**src/hw/rtl/nkh_pkg.sv**
```systemverilog
// Shared types and codes for the node key hash table.
package nkh_pkg;

  // Operation codes of a request.
  typedef enum logic [1:0] {
    OP_LOOKUP = 2'd0,
    OP_INSERT = 2'd1,
    OP_REMOVE = 2'd2,
    OP_NONE   = 2'd3
  } nkh_op_e;

  // Result status codes.
  typedef enum logic [1:0] {
    ST_OK       = 2'd0,
    ST_NOTFOUND = 2'd1,
    ST_BUSY     = 2'd2,
    ST_FULL     = 2'd3
  } nkh_status_e;

  // Commands from the controller to the datapath.
  typedef struct packed {
    logic        load_req;    // capture the request, read the bucket head
    logic        clr_wr;      // write one empty bucket head
    logic        take_head;   // start the walk at the head
    logic        ent_rd;      // read the entry at the walk position
    logic        step;        // advance the walk to the next link
    logic        pop_rd;      // read the top of the free stack
    logic        take_pop;    // allocate the entry popped from the stack
    logic        take_alloc;  // allocate a never used entry
    logic        ins_wr;      // write the new entry
    logic        link_wr;     // link the new entry at the chain tail
    logic        unlink_wr;   // unlink the matched entry and free it
    logic        res_load;    // load the result register
    nkh_status_e res_status;
    logic        res_handle;  // report the matched entry handle
  } nkh_cmd_t;

  // Status from the datapath to the controller.
  typedef struct packed {
    nkh_op_e op;
    logic    clr_last;
    logic    cur_nil;
    logic    hit;
    logic    stack_empty;
    logic    pool_full;
    logic    out_busy;
  } nkh_stat_t;

endpackage

```
**src/hw/rtl/nkh_ctrl.sv**
```systemverilog
// Controller state machine of the node key hash table.
module nkh_ctrl import nkh_pkg::*; (
  input  logic      clk_i,
  input  logic      rst_ni,
  input  logic      in_valid_i,
  output logic      in_ready_o,
  input  nkh_stat_t stat_i,
  output nkh_cmd_t  cmd_o
);

  typedef enum logic [3:0] {
    S_CLEAR, S_IDLE, S_HEAD, S_CHECK, S_COMPARE, S_POP, S_TAKE,
    S_INS_WR, S_INS_LINK, S_UNLINK, S_DONE
  } state_e;

  state_e      state_q, state_d;
  nkh_status_e res_q, res_d;
  logic        use_hnd_q, use_hnd_d;

  logic miss, decide;

  assign miss   = (state_q == S_CHECK) && stat_i.cur_nil;
  assign decide = miss || ((state_q == S_COMPARE) && stat_i.hit);

  // Next state and commands.
  always_comb begin
    state_d   = state_q;
    res_d     = res_q;
    use_hnd_d = use_hnd_q;
    cmd_o     = '0;
    cmd_o.res_status = res_q;
    cmd_o.res_handle = use_hnd_q;
    in_ready_o = (state_q == S_IDLE);
    case (state_q)
      S_CLEAR: begin
        cmd_o.clr_wr = 1'b1;
        if (stat_i.clr_last) state_d = S_IDLE;
      end
      S_IDLE: begin
        if (in_valid_i) begin
          cmd_o.load_req = 1'b1;
          state_d        = S_HEAD;
        end
      end
      S_HEAD: begin
        cmd_o.take_head = 1'b1;
        state_d         = S_CHECK;
      end
      S_CHECK: begin
        if (!stat_i.cur_nil) begin
          cmd_o.ent_rd = 1'b1;
          state_d      = S_COMPARE;
        end
      end
      S_COMPARE: begin
        if (!stat_i.hit) begin
          cmd_o.step = 1'b1;
          state_d    = S_CHECK;
        end
      end
      S_POP: begin
        cmd_o.pop_rd = 1'b1;
        state_d      = S_TAKE;
      end
      S_TAKE: begin
        cmd_o.take_pop = 1'b1;
        state_d        = S_INS_WR;
      end
      S_INS_WR: begin
        cmd_o.ins_wr = 1'b1;
        state_d      = S_INS_LINK;
      end
      S_INS_LINK: begin
        cmd_o.link_wr = 1'b1;
        res_d         = ST_OK;
        use_hnd_d     = 1'b0;
        state_d       = S_DONE;
      end
      S_UNLINK: begin
        cmd_o.unlink_wr = 1'b1;
        res_d           = ST_OK;
        use_hnd_d       = 1'b0;
        state_d         = S_DONE;
      end
      S_DONE: begin
        if (!stat_i.out_busy) begin
          cmd_o.res_load = 1'b1;
          state_d        = S_IDLE;
        end
      end
      default: state_d = S_IDLE;
    endcase

    // End of the walk: choose the outcome of the operation.
    if (decide) begin
      res_d     = ST_NOTFOUND;
      use_hnd_d = 1'b0;
      state_d   = S_DONE;
      case (stat_i.op)
        OP_LOOKUP: begin
          if (!miss) begin
            res_d     = ST_OK;
            use_hnd_d = 1'b1;
          end
        end
        OP_INSERT: begin
          if (!miss) begin
            res_d = ST_BUSY;
          end else if (!stat_i.stack_empty) begin
            state_d = S_POP;
          end else if (stat_i.pool_full) begin
            res_d = ST_FULL;
          end else begin
            cmd_o.take_alloc = 1'b1;
            state_d          = S_INS_WR;
          end
        end
        OP_REMOVE: begin
          if (!miss) state_d = S_UNLINK;
        end
        default: res_d = ST_NOTFOUND;
      endcase
    end
  end

  // State and registered result code.
  always_ff @(posedge clk_i or negedge rst_ni) begin
    if (!rst_ni) begin
      state_q   <= S_CLEAR;
      res_q     <= ST_NOTFOUND;
      use_hnd_q <= 1'b0;
    end else begin
      state_q   <= state_d;
      res_q     <= res_d;
      use_hnd_q <= use_hnd_d;
    end
  end

endmodule

```
**config.mk**
```make
export PLATFORM = sky130hd
export DESIGN_NAME = nkh_ctrl
export DESIGN_NICKNAME = d
export VERILOG_FILES = /design/src/hw/rtl/nkh_pkg.sv /design/src/hw/rtl/nkh_ctrl.sv
export SDC_FILE = /design/constraint.sdc
export NUM_CORES = 1
export LEC_CHECK = 0
export ABC_CLOCK_PERIOD_IN_PS = 1800
export BUFFER_PORTS_ARGS = -buffer_cell sky130_fd_sc_hd__buf_4
export CORE_MARGIN = 1
export CORE_UTILIZATION = 40
export CTS_BUF_LIST = sky130_fd_sc_hd__clkbuf_16
export CTS_CLUSTER_SIZE = 30
export DETAILED_ROUTE_END_ITERATION = 10
export MAX_ROUTING_LAYER = met4
export PLACE_DENSITY = 0.79
export SETUP_SLACK_MARGIN = 0.2
export SYNTH_ARGS = -nofsm -noshare
export SYNTH_HDL_FRONTEND = slang
export SYNTH_SLANG_ARGS = --single-unit
export TNS_END_PERCENT = 30
```
**constraint.sdc**
```tcl
create_clock -name clk_i -period 1.8 [get_ports clk_i]
set_input_delay 0.09 -clock clk_i [delete_from_list [all_inputs] [get_ports clk_i]]
set_output_delay 0.09 -clock clk_i [all_outputs]
set_load 0.01 [all_outputs]
```
### Word-level counts from Yosys, hierarchy flattened

Cells that the tools add are included.

* mux-type cells: 43
* equal/unequal tests: 17
* reduce and logical (&&, ||, !) cells: 8

Operator list (number)
* 4-bit one-hot mux with 10 select lines: 1
* 4-bit 2-to-1 mux: 9
* 1-bit 2-to-1 mux: 25
* 4-bit by 3-bit equality test with 1-bit output (second input constant): 4
* 4-bit equality test (second input constant): 3
* 2-bit 2-to-1 mux: 6
* 3-bit inequality test (second input constant): 4
* 4-bit by 2-bit equality test with 1-bit output (second input constant): 2
* 4-bit one-hot mux with 2 select lines: 1
* 5-bit AND reduction: 1
* 4-bit by 1-bit equality test with 1-bit output (second input constant): 1
* 4-bit zero test: 1
* 2-bit one-hot mux with 2 select lines: 1
* 3-bit by 2-bit inequality test with 1-bit output (second input constant): 1
* 2-bit by 1-bit equality test with 1-bit output (second input constant): 1
* 2-bit equality test (second input constant): 1
* 1-bit logical AND: 2
* 2-bit zero test: 1
* 2-bit nonzero test: 1
* 2-bit OR reduction: 1
* 1-bit logical OR: 1

* input bits: 11
* logic and storage cells: 71
* flip-flop bits (word level): 7
* output and inout bits: 16

### Longest topological paths before layout

Gate-level depths: netlist (run 1).

* word-level depth: 5
* depth in mapped cells: 6
* depth with buffers taken out: 6

### Worst setup path before layout (run 1)

OpenSTA, ideal clock, no wires.

* path type: flip-flop to output port
* from: register state_q[1]
* to: output port cmd_o[14] in the netlist's numbering
* data required time: 1.710 ns
* buffers on the path: 1
* path slack: 0.339 ns
* arrival: 1.371 ns
* stages on the path, launching flop included: 5
* path through: dfrtp_1 > clkbuf_1 > or2b_1 > nor3_1 > and2_1

RTL lines
* from (decl): RTL line nkh_ctrl.sv:16 `state_e state_q, state_d;`
* from (signal assigned): RTL line nkh_ctrl.sv:133 `state_q <= state_d;`
* to (decl): RTL line nkh_ctrl.sv:8 `output nkh_cmd_t cmd_o`

### Worst setup path in the final report (run 1)

* from: register state_q[0]
* to: register state_q[0]

* longest elaborated chain between the ends: 5
* elaborated cells on any way between the ends: 26
* those cells by class: eq/ne: 15; mux: 5; reduce/logical: 6

RTL lines
* 4-bit by 2-bit equality test with 1-bit output or 4-bit by 3-bit equality test with 1-bit output (tied branches): RTL line nkh_ctrl.sv:22, nkh_ctrl.sv:34, nkh_ctrl.sv:23
* 1-bit logical AND (on tied branches): RTL line nkh_ctrl.sv:22, nkh_ctrl.sv:23
* 1-bit logical OR, or another cell as far along: RTL line nkh_ctrl.sv:23 `assign decide = miss || ((state_q == S_COMPARE) && stat_i.hit);`
* 3-bit inequality test (no line), or another cell as far along
* 5-bit AND reduction (no line) or 4-bit 2-to-1 mux (tied branches)

Several ways; a longest one is shown, not always the timed one.
A chain may end at the register's enable or synchronous reset.

==> run_results.csv, run 1 <==
group,metric,value,unit
status,status,"complete, no violations",
flow_run,cap_violations,0,
sta,setup_violations,0,
sta,min_period,1.59,ns
synthesis,synthFlopType,"dfrtp_1",
sta,grt_setup_unrepaired,"true",
global_route,grt_max_degree,13,
critical_path,crit_required,1.91,ns
sta,max_slew_margin,74.4,%
synthesis,synth_top_cell_area_share,22.7,%
die,die_area,1820,sq um
power_and_ir_drop,peakVddDrop,664,uV
power_and_ir_drop,p_leak,0.505,nW
sta,worst_pin_slew,0.384,ns
global_route,antenna_found_initial,0,
cells_and_area,diodes,0,
critical_path,endpoint_kind,"flip-flop",
critical_path,worstSetupPathType,"flip-flop to flip-flop",
detailed_routing,drcViolationCount,0,
worst_hold_path,hold_path.class,"input pin to flip-flop",
cells_and_area,drive_gt1_share,40.5,%
cells_and_area,area_growth,57.8,%
sta,clock.fmax,630,MHz
cts,cts_root_buf,"clkbuf_16",
detailed_routing,drtIter0Drc,19,
global_route,grt_pass1_vias,679,
critical_path,cp_max_fo,3,
die,rows,14,
sta,fin_skew,0.00211,ns
detailed_routing,drt-pass1-iter-count,4,
cts,ctsLongestPathBuffers,2,
critical_path,arrival,1.70,ns
cells_and_area,multiInputGateArea,443,sq um
sta,final_max_slew_viol_count,0,
sta,post-route-period-util,88.2,%
detailed_routing,wl_per_cell,14.0,um
detailed_routing,wirelength,1920,um
global_route,overflow,0,
synthesis,synth.avg_cell_area,7.86,sq um
synthesis,synth_cell_types,39,
sta,setup_tns,0,ns
cells_and_area,nets,136,
cts,path_clk_slew,0.04,ns
synthesis,synth-edff-count,0,
synthesis,synth.largest_area_cell,"dfrtp_1",
synthesis,synth-seq-area-share,26.7,%
cts,cts_sinks,7,
cts,cts_tree,"yes",
synthesis,netlist_area,661,sq um
power_and_ir_drop,powerDensity,1550,nW/um^2
detailed_routing,vias,794,
synthesis,synth.area.top_cells,"dfrtp_1 23%, ha_1 5.7%, inv_1 4.5%",
die,die_x,42.6,um
detailed_routing,ant_nets,0,
placement,port_buffers,26,
die,start_util,43.3,%
synthesis,syn_nets,98,
placement,hpwl,1460,um
sta,hold_viol_final,0,
global_route,grt_usage,22.3,%
synthesis,postSynthCellCount,84,
cts,h-tree-depth,1,
die,core_area,1520,sq um
synthesis,async_flop_share,100,%
die,die_h,42.6,um
die,io_pins,27,
placement,routabilityCongestion,0.829,
synthesis,yosys_warnings,0,
cells_and_area,register_area,179,sq um
global_route,grt_pass1_wl,2950,um
placement,dp_slack,0.211,ns
cells_and_area,num-fill-cells,137,
detailed_routing,vias_per_cell,5.80,
cts,clk_latency,0.23,ns
critical_path,start_kind,"flip-flop",
synthesis,yosys_register_bits,7,
cts,cts_buffers,3,
sta,setup_ws,0.212,ns
## metal layers
metal  share of wire (%)  up-vias  global-route usage, %  wire length, um
li1                    -      379                      -                -
met1                  42      380                   26.3              801
met2                  52       35                   36.1             1010
met3                 5.8        0                   6.90              111
met4                   0        0                   6.88                0
met5                   0        -                      -                0
## timing repair
action | 4_1_cts | 5_1_grt
endpoints found under the hold margin | 7 | 0
gates cloned | 0 | 0
endpoints found under the setup margin | 5 | 5
gates resized for setup | 3 | 3
hold buffers | 1 | 0
pin swaps | 0 | 1
setup buffers | 3 | 4
## cells in the final DEF, fill, tap and decap left out, types with 2 or more instances in the layout
cell and instances:
nand3_1 4, a21oi_1 2, dfrtp_2 2, nor2_1 6, nor2b_1 3, and2_1 3, buf_4 36, nand2_1 8
clkbuf_16 3, dfrtp_1 4, nor3_1 3, nor4_1 2, ha_1 3, a31oi_1 2, inv_1 9, o2bb2ai_1 2
o21ai_1 3
## layout make-up
class,count,area share (%)
timing repair buffer,38,28.0
clock buffer,3,7.20
inverter,8,2.88
tap,16,1.92
multi-input combinational,64,42.5
sequential,7,17.2
clock inverter,1,0.360
## report_power, final
part           internal, mW  switching [mW]  leakage (nW)
logic                 0.495           0.456         0.377
registers             0.234          0.0567        0.0858
clock network         0.289          0.0854        0.0423
## metrics by stage
step           instance area, sq um  std cells  hold WS [ns]  utilization [%]  total power, mW
4_1_cts                         998        133         0.164             65.5             1.51
3_5_place_dp                    880        125       -0.0920             57.7             1.07
5_1_grt                        1040        137         0.168             68.4             1.71
2_1_floorplan                   661         84        -0.206                -            0.779
3_3_place_gp                    880        125       -0.0962             57.7             1.04
6_report                       1040        137         0.163             68.4             1.62
## worst max-delay path: stages (launching register included)
cell       delay (ns)
dfrtp_2          0.40
buf_4            0.14
mux2_4           0.29
nor4_2           0.25
a2111oi_1        0.11
a221o_1          0.27
## cell families (layout without fill, tap and decap cells)
| family | count (synthesis) | in the layout | synth area share [%] |
|---|---|---|---|
| AO/OA/AOI/OAI | 19 | 19 | 20.6 |
| adder cells (fa/ha/maj) | 3 | 3 | 5.68 |
| multiplexers | 1 | 1 | 2.27 |
| AND/OR/NAND/NOR | 41 | 41 | 36.2 |
| flip-flops | 7 | 7 | 26.7 |
| buffers and inverters | 13 | 50 | 8.52 |
## final timing paths
path	startpoint	end	cells past startpoint	slack (ns)
hold reg to reg	res_q[1]	res_q[1]	2	0.52
min in group asynchronous	rst_ni	state_q[2]	2	0.20
hold / removal	stat_i[3]	use_hnd_q	3	0.16
setup / recovery	state_q[0]	state_q[0]	5	0.21
max in group asynchronous	rst_ni	res_q[0]	2	1.39
setup reg to reg	state_q[0]	state_q[0]	5	0.21
## cells in the mapped netlist (2+ instances only)
cell type / n
o2bb2ai_1: 2
nor2b_1: 3
and2_1: 3
inv_1: 8
nor3_1: 4
buf_2: 3
ha_1: 3
nor4_1: 2
dfrtp_1: 6
nand2_1: 8
a21oi_1: 2
nand3_1: 4
o21ai_1: 3
a31oi_1: 2
nor2_1: 6
nand2b_1: 2
## sequential cells by signal, summed over array words and instances, names as in the netlist
| name | cells |
|---|---|
| state_q | 4 |
| res_q | 2 |
| use_hnd_q | 1 |
No activity file was read; power rests on OpenSTA's default activity.
==> inputs of run 2 (changes only) <==
--- a/config.mk
+++ b/config.mk
@@ -5,6 +5,7 @@
 export SDC_FILE = /design/constraint.sdc
 export NUM_CORES = 1
 export LEC_CHECK = 0
+export ABC_AREA = 1
 export ABC_CLOCK_PERIOD_IN_PS = 1800
 export BUFFER_PORTS_ARGS = -buffer_cell sky130_fd_sc_hd__buf_4
 export CORE_MARGIN = 1
==> run_results.csv, run 2 <==
group,metric,value,unit
detailed_routing,drtIter0Drc,41,
cts,clk_latency,0.23,ns
sta,min_period,1.54,ns
synthesis,synthFlopType,"dfrtp_1",
sta,grt_setup_unrepaired,"true",
cts,postCtsSetupRepairBufs,0,
cts,cts_buffers,3,
cells_and_area,utilization,62.7,%
sta,post-route-period-util,85.8,%
global_route,grt_pass1_vias,681,
global_route,grt_max_degree,9,
detailed_routing,drcViolationCount,0,
die,die_area,1860,sq um
global_route,overflow,0,
detailed_routing,drt-pass1-iter-count,5,
power_and_ir_drop,p_int,0.863,mW
cells_and_area,largest_reg_flops,4,
sta,setup_violations,0,
die,die_h,43.1,um
synthesis,yosys_warnings,0,
critical_path,r2r-start,"state_q[3]",
die,io_pins,27,
detailed_routing,vias,806,
cts,cts_root_buf,"clkbuf_16",
cells_and_area,num-fill-cells,147,
synthesis,syn_nets,120,
synthesis,synth.largest_area_cell,"dfrtp_1",
detailed_routing,vias_per_cell,5.37,
power_and_ir_drop,powerDensity,1600,nW/um^2
worst_hold_path,hold_path.class,"input pin to asynchronous set/reset pin",
synthesis,async_flop_share,100,%
synthesis,netlist_area,677,sq um
die,core_area,1540,sq um
cells_and_area,layout_commonest_cell,"buf_4",
placement,routabilityCongestion,0.896,
power_and_ir_drop,pwr-share-seq,23.0,%
cts,cts_tree,"yes",
cells_and_area,drive_gt1_share,32.1,%
flow_run,cap_violations,0,
critical_path,r2r_cells,8,
power_and_ir_drop,peakVddDrop,804,uV
critical_path,start_kind,"flip-flop",
cells_and_area,diodes,0,
sta,final_max_slew_viol_count,0,
placement,hpwl,1430,um
synthesis,synth.avg_cell_area,6.39,sq um
synthesis,yosys_register_bits,7,
cells_and_area,area_growth,42.7,%
sta,fin_skew,0.00128,ns
critical_path,endpoint_kind,"primary output",
global_route,grt_usage,21.6,%
global_route,antenna_found_initial,0,
synthesis,synth-edff-count,0,
synthesis,synth_top_cell_area_share,22.2,%
cells_and_area,regMostFlops,"state_q",
critical_path,r2r-end,"state_q[1]",
placement,port_buffers,26,
die,die_x,43.1,um
cts,ctsLongestPathBuffers,2,
synthesis,postSynthCellCount,106,
cts,cts_sinks,7,
power_and_ir_drop,comb_power_share,52.7,%
power_and_ir_drop,p_leak,0.542,nW
cts,h-tree-depth,1,
power_and_ir_drop,switching_power,0.678,mW
critical_path,arrival,1.45,ns
power_and_ir_drop,swShare,44.0,%
cells_and_area,nets,149,
sta,max_slew_margin,77.5,%
detailed_routing,wirelength,1810,um
die,rows,14,
synthesis,synth-seq-area-share,26.1,%
cells_and_area,layout_common_cells,"26 x buf_4, 20 x inv_1, 18 x nor2_1, 17 x nand2_1, 13 x nand3_1",
sta,clock.fmax,648,MHz
sta,worst_pin_slew,0.333,ns
critical_path,cp_max_fo,6,
synthesis,synth.area.top_cells,"dfrtp_1 22%, inv_1 11%, nor2_1 10%",
die,start_util,43.9,%
sta,hold_viol_final,0,
critical_path,ff2ff_setup_slack,0.40,ns
critical_path,worstSetupPathType,"flip-flop to primary output",
cells_and_area,reg_top3,"state_q (4), res_q (2), use_hnd_q (1)",
global_route,grt_pass1_wl,2900,um
power_and_ir_drop,power.share.clock,24.3,%
sta,setup_tns,0,ns
synthesis,synth_most_common_cell,"inv_1",
status,status,"complete, no violations",
detailed_routing,ant_nets,0,
critical_path,crit_required,1.71,ns
synthesis,synth_cell_types,22,
synthesis,synth_commonest_cells,"19 x inv_1, 18 x nor2_1, 17 x nand2_1",
detailed_routing,wl_per_cell,12.1,um
cts,path_clk_slew,0.04,ns
-- run 2: logic make-up (layout without fill, tap and decap cells) --
family	Yosys count	after routing	share of synthesized area, %
AND/OR/NAND/NOR	66	66	48.2
buffers and inverters	25	53	15.9
AO/OA/AOI/OAI	5	5	4.25
adder cells (fa/ha/maj)	3	3	5.55
flip-flops	7	7	26.1
-- run 2: power by group through the flow --
stage	clock network (mW)	registers (mW)	logic [mW]
global route	0.388	0.370	0.910
detailed placement	0	0.340	0.793
global placement	0	0.335	0.786
CTS	0.379	0.342	0.804
finish	0.375	0.354	0.812
floorplan	0	0.294	0.598
-- run 2: timing repair --
action                                  4_1_cts  5_1_grt
hold buffers                                  1        0
gates resized for setup                       0        3
hold endpoints to repair                      7        0
endpoints found under the setup margin        0        4
-- run 2: worst max-delay path by stage --
stage	start	to	slack [ns]	cells past startpoint
2_1_floorplan	state_q[3]	cmd_o[7]	0.57	3
3_3_place_gp	stat_i[6]	state_q[1]	0.44	11
3_5_place_dp	stat_i[6]	state_q[1]	0.44	11
4_1_cts	state_q[3]	cmd_o[7]	0.25	4
5_1_grt	state_q[2]	cmd_o[10]	0.15	5
6_report	state_q[3]	cmd_o[14]	0.26	4
-- run 2: metrics by stage --
stage	instances	instance area [sq um]	power, mW	setup slack, ns	hold WS, ns
2_1_floorplan	106	677	0.892	0.574	-0.206
3_3_place_gp	145	870	1.12	0.443	-0.0952
3_5_place_dp	145	870	1.13	0.441	-0.0933
4_1_cts	150	958	1.53	0.248	0.211
5_1_grt	150	966	1.67	0.154	0.241
6_report	150	966	1.54	0.256	0.219
-- run 2: critical path: stages (launching register included) --
cell and delay, ns:
dfrtp_1 0.46, inv_1 0.18, nand2_1 0.15, nor3_1 0.26
buf_4 0.18
-- run 2: cell type report --
class                           instances  area, sq um  share of cell area (%)
Clock buffer                            3         75.1                    7.77
Timing Repair Buffer                   27          205                    21.2
Clock inverter                          1         3.75                   0.389
Multi-Input combinational cell         74          398                    41.2
Inverter                               22         85.1                    8.81
Tap cell                               16         20.0                    2.07
Sequential cell                         7          179                    18.5
-- run 2: routing by layer --
metal | wire [um] | GRT usage [%] | share of wire (%) | vias up
li1 | - | - | - | 393
met1 | 761 | 27.4 | 42 | 375
met2 | 879 | 32.5 | 48 | 33
met3 | 139 | 4.68 | 7.7 | 5
met4 | 32 | 10.3 | 1.8 | 0
met5 | 0 | - | 0 | -
==> inputs of run 3 (changes only) <==
--- a/config.mk
+++ b/config.mk
@@ -6,15 +6,14 @@
 export NUM_CORES = 1
 export LEC_CHECK = 0
 export ABC_AREA = 1
-export ABC_CLOCK_PERIOD_IN_PS = 1800
+export ABC_CLOCK_PERIOD_IN_PS = 1320
 export BUFFER_PORTS_ARGS = -buffer_cell sky130_fd_sc_hd__buf_4
 export CORE_MARGIN = 1
-export CORE_UTILIZATION = 40
+export CORE_UTILIZATION = 42
 export CTS_BUF_LIST = sky130_fd_sc_hd__clkbuf_16
 export CTS_CLUSTER_SIZE = 30
 export DETAILED_ROUTE_END_ITERATION = 10
-export MAX_ROUTING_LAYER = met4
-export PLACE_DENSITY = 0.79
+export PLACE_DENSITY = 0.85
 export SETUP_SLACK_MARGIN = 0.2
 export SYNTH_ARGS = -nofsm -noshare
 export SYNTH_HDL_FRONTEND = slang
==> constraint.sdc (replaced) <==
create_clock -name clk_i -period 1.32 [get_ports clk_i]
set_input_delay 0.066 -clock clk_i [delete_from_list [all_inputs] [get_ports clk_i]]
set_output_delay 0.066 -clock clk_i [all_outputs]
set_load 0.01 [all_outputs]
==> run_results.csv, run 3 (synthesis results as in run 2) <==
group,metric,value,unit
critical_path,cpPeakStageDelay,0.47,ns
cts,cts_root_buf,"clkbuf_16",
critical_path,worstSetupPathType,"flip-flop to primary output",
power_and_ir_drop,finalPower,2.92,mW
cells_and_area,layout_commonest_cell,"buf_4",
cells_and_area,multiInputGateArea,512,sq um
global_route,grt_usage,30.3,%
die,die_x,42.1,um
detailed_routing,drtIter0Drc,50,
sta,post-route-period-util,110,%
cells_and_area,regMostFlops,"state_q",
sta,min_period,1.45,ns
placement,port_buffers,26,
critical_path,crit_required,1.25,ns
detailed_routing,wirelength,2960,um
flow_run,cap_violations,0,
sta,grt_setup_unrepaired,"true",
detailed_routing,wl_per_cell,17.7,um
detailed_routing,drcViolationCount,0,
cells_and_area,reg_top3,"state_q (4), res_q (2), use_hnd_q (1)",
cts,h-tree-depth,1,
critical_path,crit_slowest_cell,"dfrtp_2",
critical_path,arrival,1.39,ns
critical_path,r2r-start,"state_q[3]",
power_and_ir_drop,powerDensity,2370,nW/um^2
placement,hpwl,1440,um
status,status,"finished, violations left",
power_and_ir_drop,p_leak,0.640,nW
critical_path,worstSetupStartpoint,"state_q[0]",
cells_and_area,diodes,0,
detailed_routing,vias,948,
status,violations,"negative setup slack",
sta,worst_pin_slew,0.291,ns
critical_path,r2r-end,"state_q[1]",
critical_path,cp_common_cell,"nor2_1",
sta,hold_viol_final,0,
critical_path,start_kind,"flip-flop",
cts,ctsLongestPathBuffers,2,
global_route,grt_max_degree,8,
sta,setup_ws,-0.134,ns
die,io_pins,27,
cts,clk_latency,0.24,ns
sta,fin_skew,0.00170,ns
cells_and_area,nets,166,
detailed_routing,vias_per_cell,5.68,
cts,cts_tree,"yes",
critical_path,r2r_cells,9,
detailed_routing,ant_nets,0,
cells_and_area,drive_gt1_share,56.3,%
cells_and_area,largest_reg_flops,4,
cells_and_area,register_area,181,sq um
cells_and_area,layout_common_cells,"39 x buf_4, 15 x inv_1, 15 x nand2_1, 11 x nor2_1, 10 x nand3_1",
global_route,overflow,0,
die,rows,14,
critical_path,endpoint_kind,"primary output",
die,core_area,1510,sq um
sta,setup_tns,-1.11,ns
critical_path,ff2ff_setup_slack,-0.08,ns
sta,setup_violations,16,
sta,max_slew_margin,80.4,%
cts,cts_sinks,7,
detailed_routing,drt-pass1-iter-count,4,
sta,clock.fmax,688,MHz
cells_and_area,num-fill-cells,89,
critical_path,cp_cell_sequence,"inv_1, nor2_1, inv_2, nor2_1, buf_4",
die,start_util,44.9,%
worst_hold_path,hold_path.class,"input pin to asynchronous set/reset pin",
global_route,grt_pass1_wl,4030,um
global_route,antenna_found_initial,0,
cells_and_area,utilization,81.6,%
cts,cts_buffers,3,
cts,path_clk_slew,0.04,ns
sta,final_max_slew_viol_count,0,
power_and_ir_drop,peakVddDrop,1110,uV
cells_and_area,area_growth,81.7,%
critical_path,cp_max_fo,6,
die,die_area,1780,sq um
die,die_h,42.1,um
global_route,grt_pass1_vias,886,
placement,routabilityCongestion,1.00,
## run 3: critical path: cells and delay by family (launching register included)
kind,cells,cell delay (ns)
buffers and inverters,3,0.34
DFF,1,0.47
and+or+nand+nor,2,0.35
## run 3: what timing repair did
item / in CTS / in global routing
resized for setup: 25 / 9
hold endpoints to repair: 7 / 0
hold buffers: 1 / 0
buffers inserted: 12 / 1
setup endpoints to repair: 20 / 20
pin swaps: 5 / 1
## run 3: worst max path at each step
stage	depth (start not counted)	end
2_1_floorplan	8	state_q[0]
3_3_place_gp	9	state_q[1]
3_5_place_dp	11	state_q[1]
4_1_cts	4	cmd_o[7]
5_1_grt	4	cmd_o[3]
6_report	5	in_ready_o
## run 3: through the flow
stage                     instance area [sq um]  hold slack [ns]  std cells  setup slack [ns]
after detailed placement                    920           -0.119        149           0.00889
after global routing                       1230            0.203        167            -0.157
after CTS                                  1180            0.191        166           -0.0315
after floorplan                             701           -0.230        106             0.156
final                                      1230            0.190        167            -0.134
after global placement                      920           -0.119        149            0.0462
## run 3: metal layers
metal  routed length [um]  global-route usage (%)
met2                 1500                    48.8
met1                 1110                    39.1
met4                  125                    15.0
met5                    0                       0
met3                  228                    5.17
## run 3: cell type report
class / count / share of cell area (%)
Multi-Input combinational cell: 74 / 41.6
Timing Repair Buffer: 44 / 28.3
Sequential cell: 7 / 14.8
Inverter: 22 / 7.32
Clock buffer: 3 / 6.10
Tap cell: 16 / 1.63
Clock inverter: 1 / 0.305
## run 3: report_power, final
group | total, mW | leakage, nW | switching (mW) | internal, mW
logic | 1.86 | 0.516 | 1.06 | 0.805
registers | 0.518 | 0.0819 | 0.178 | 0.340
clock network | 0.536 | 0.0423 | 0.140 | 0.396
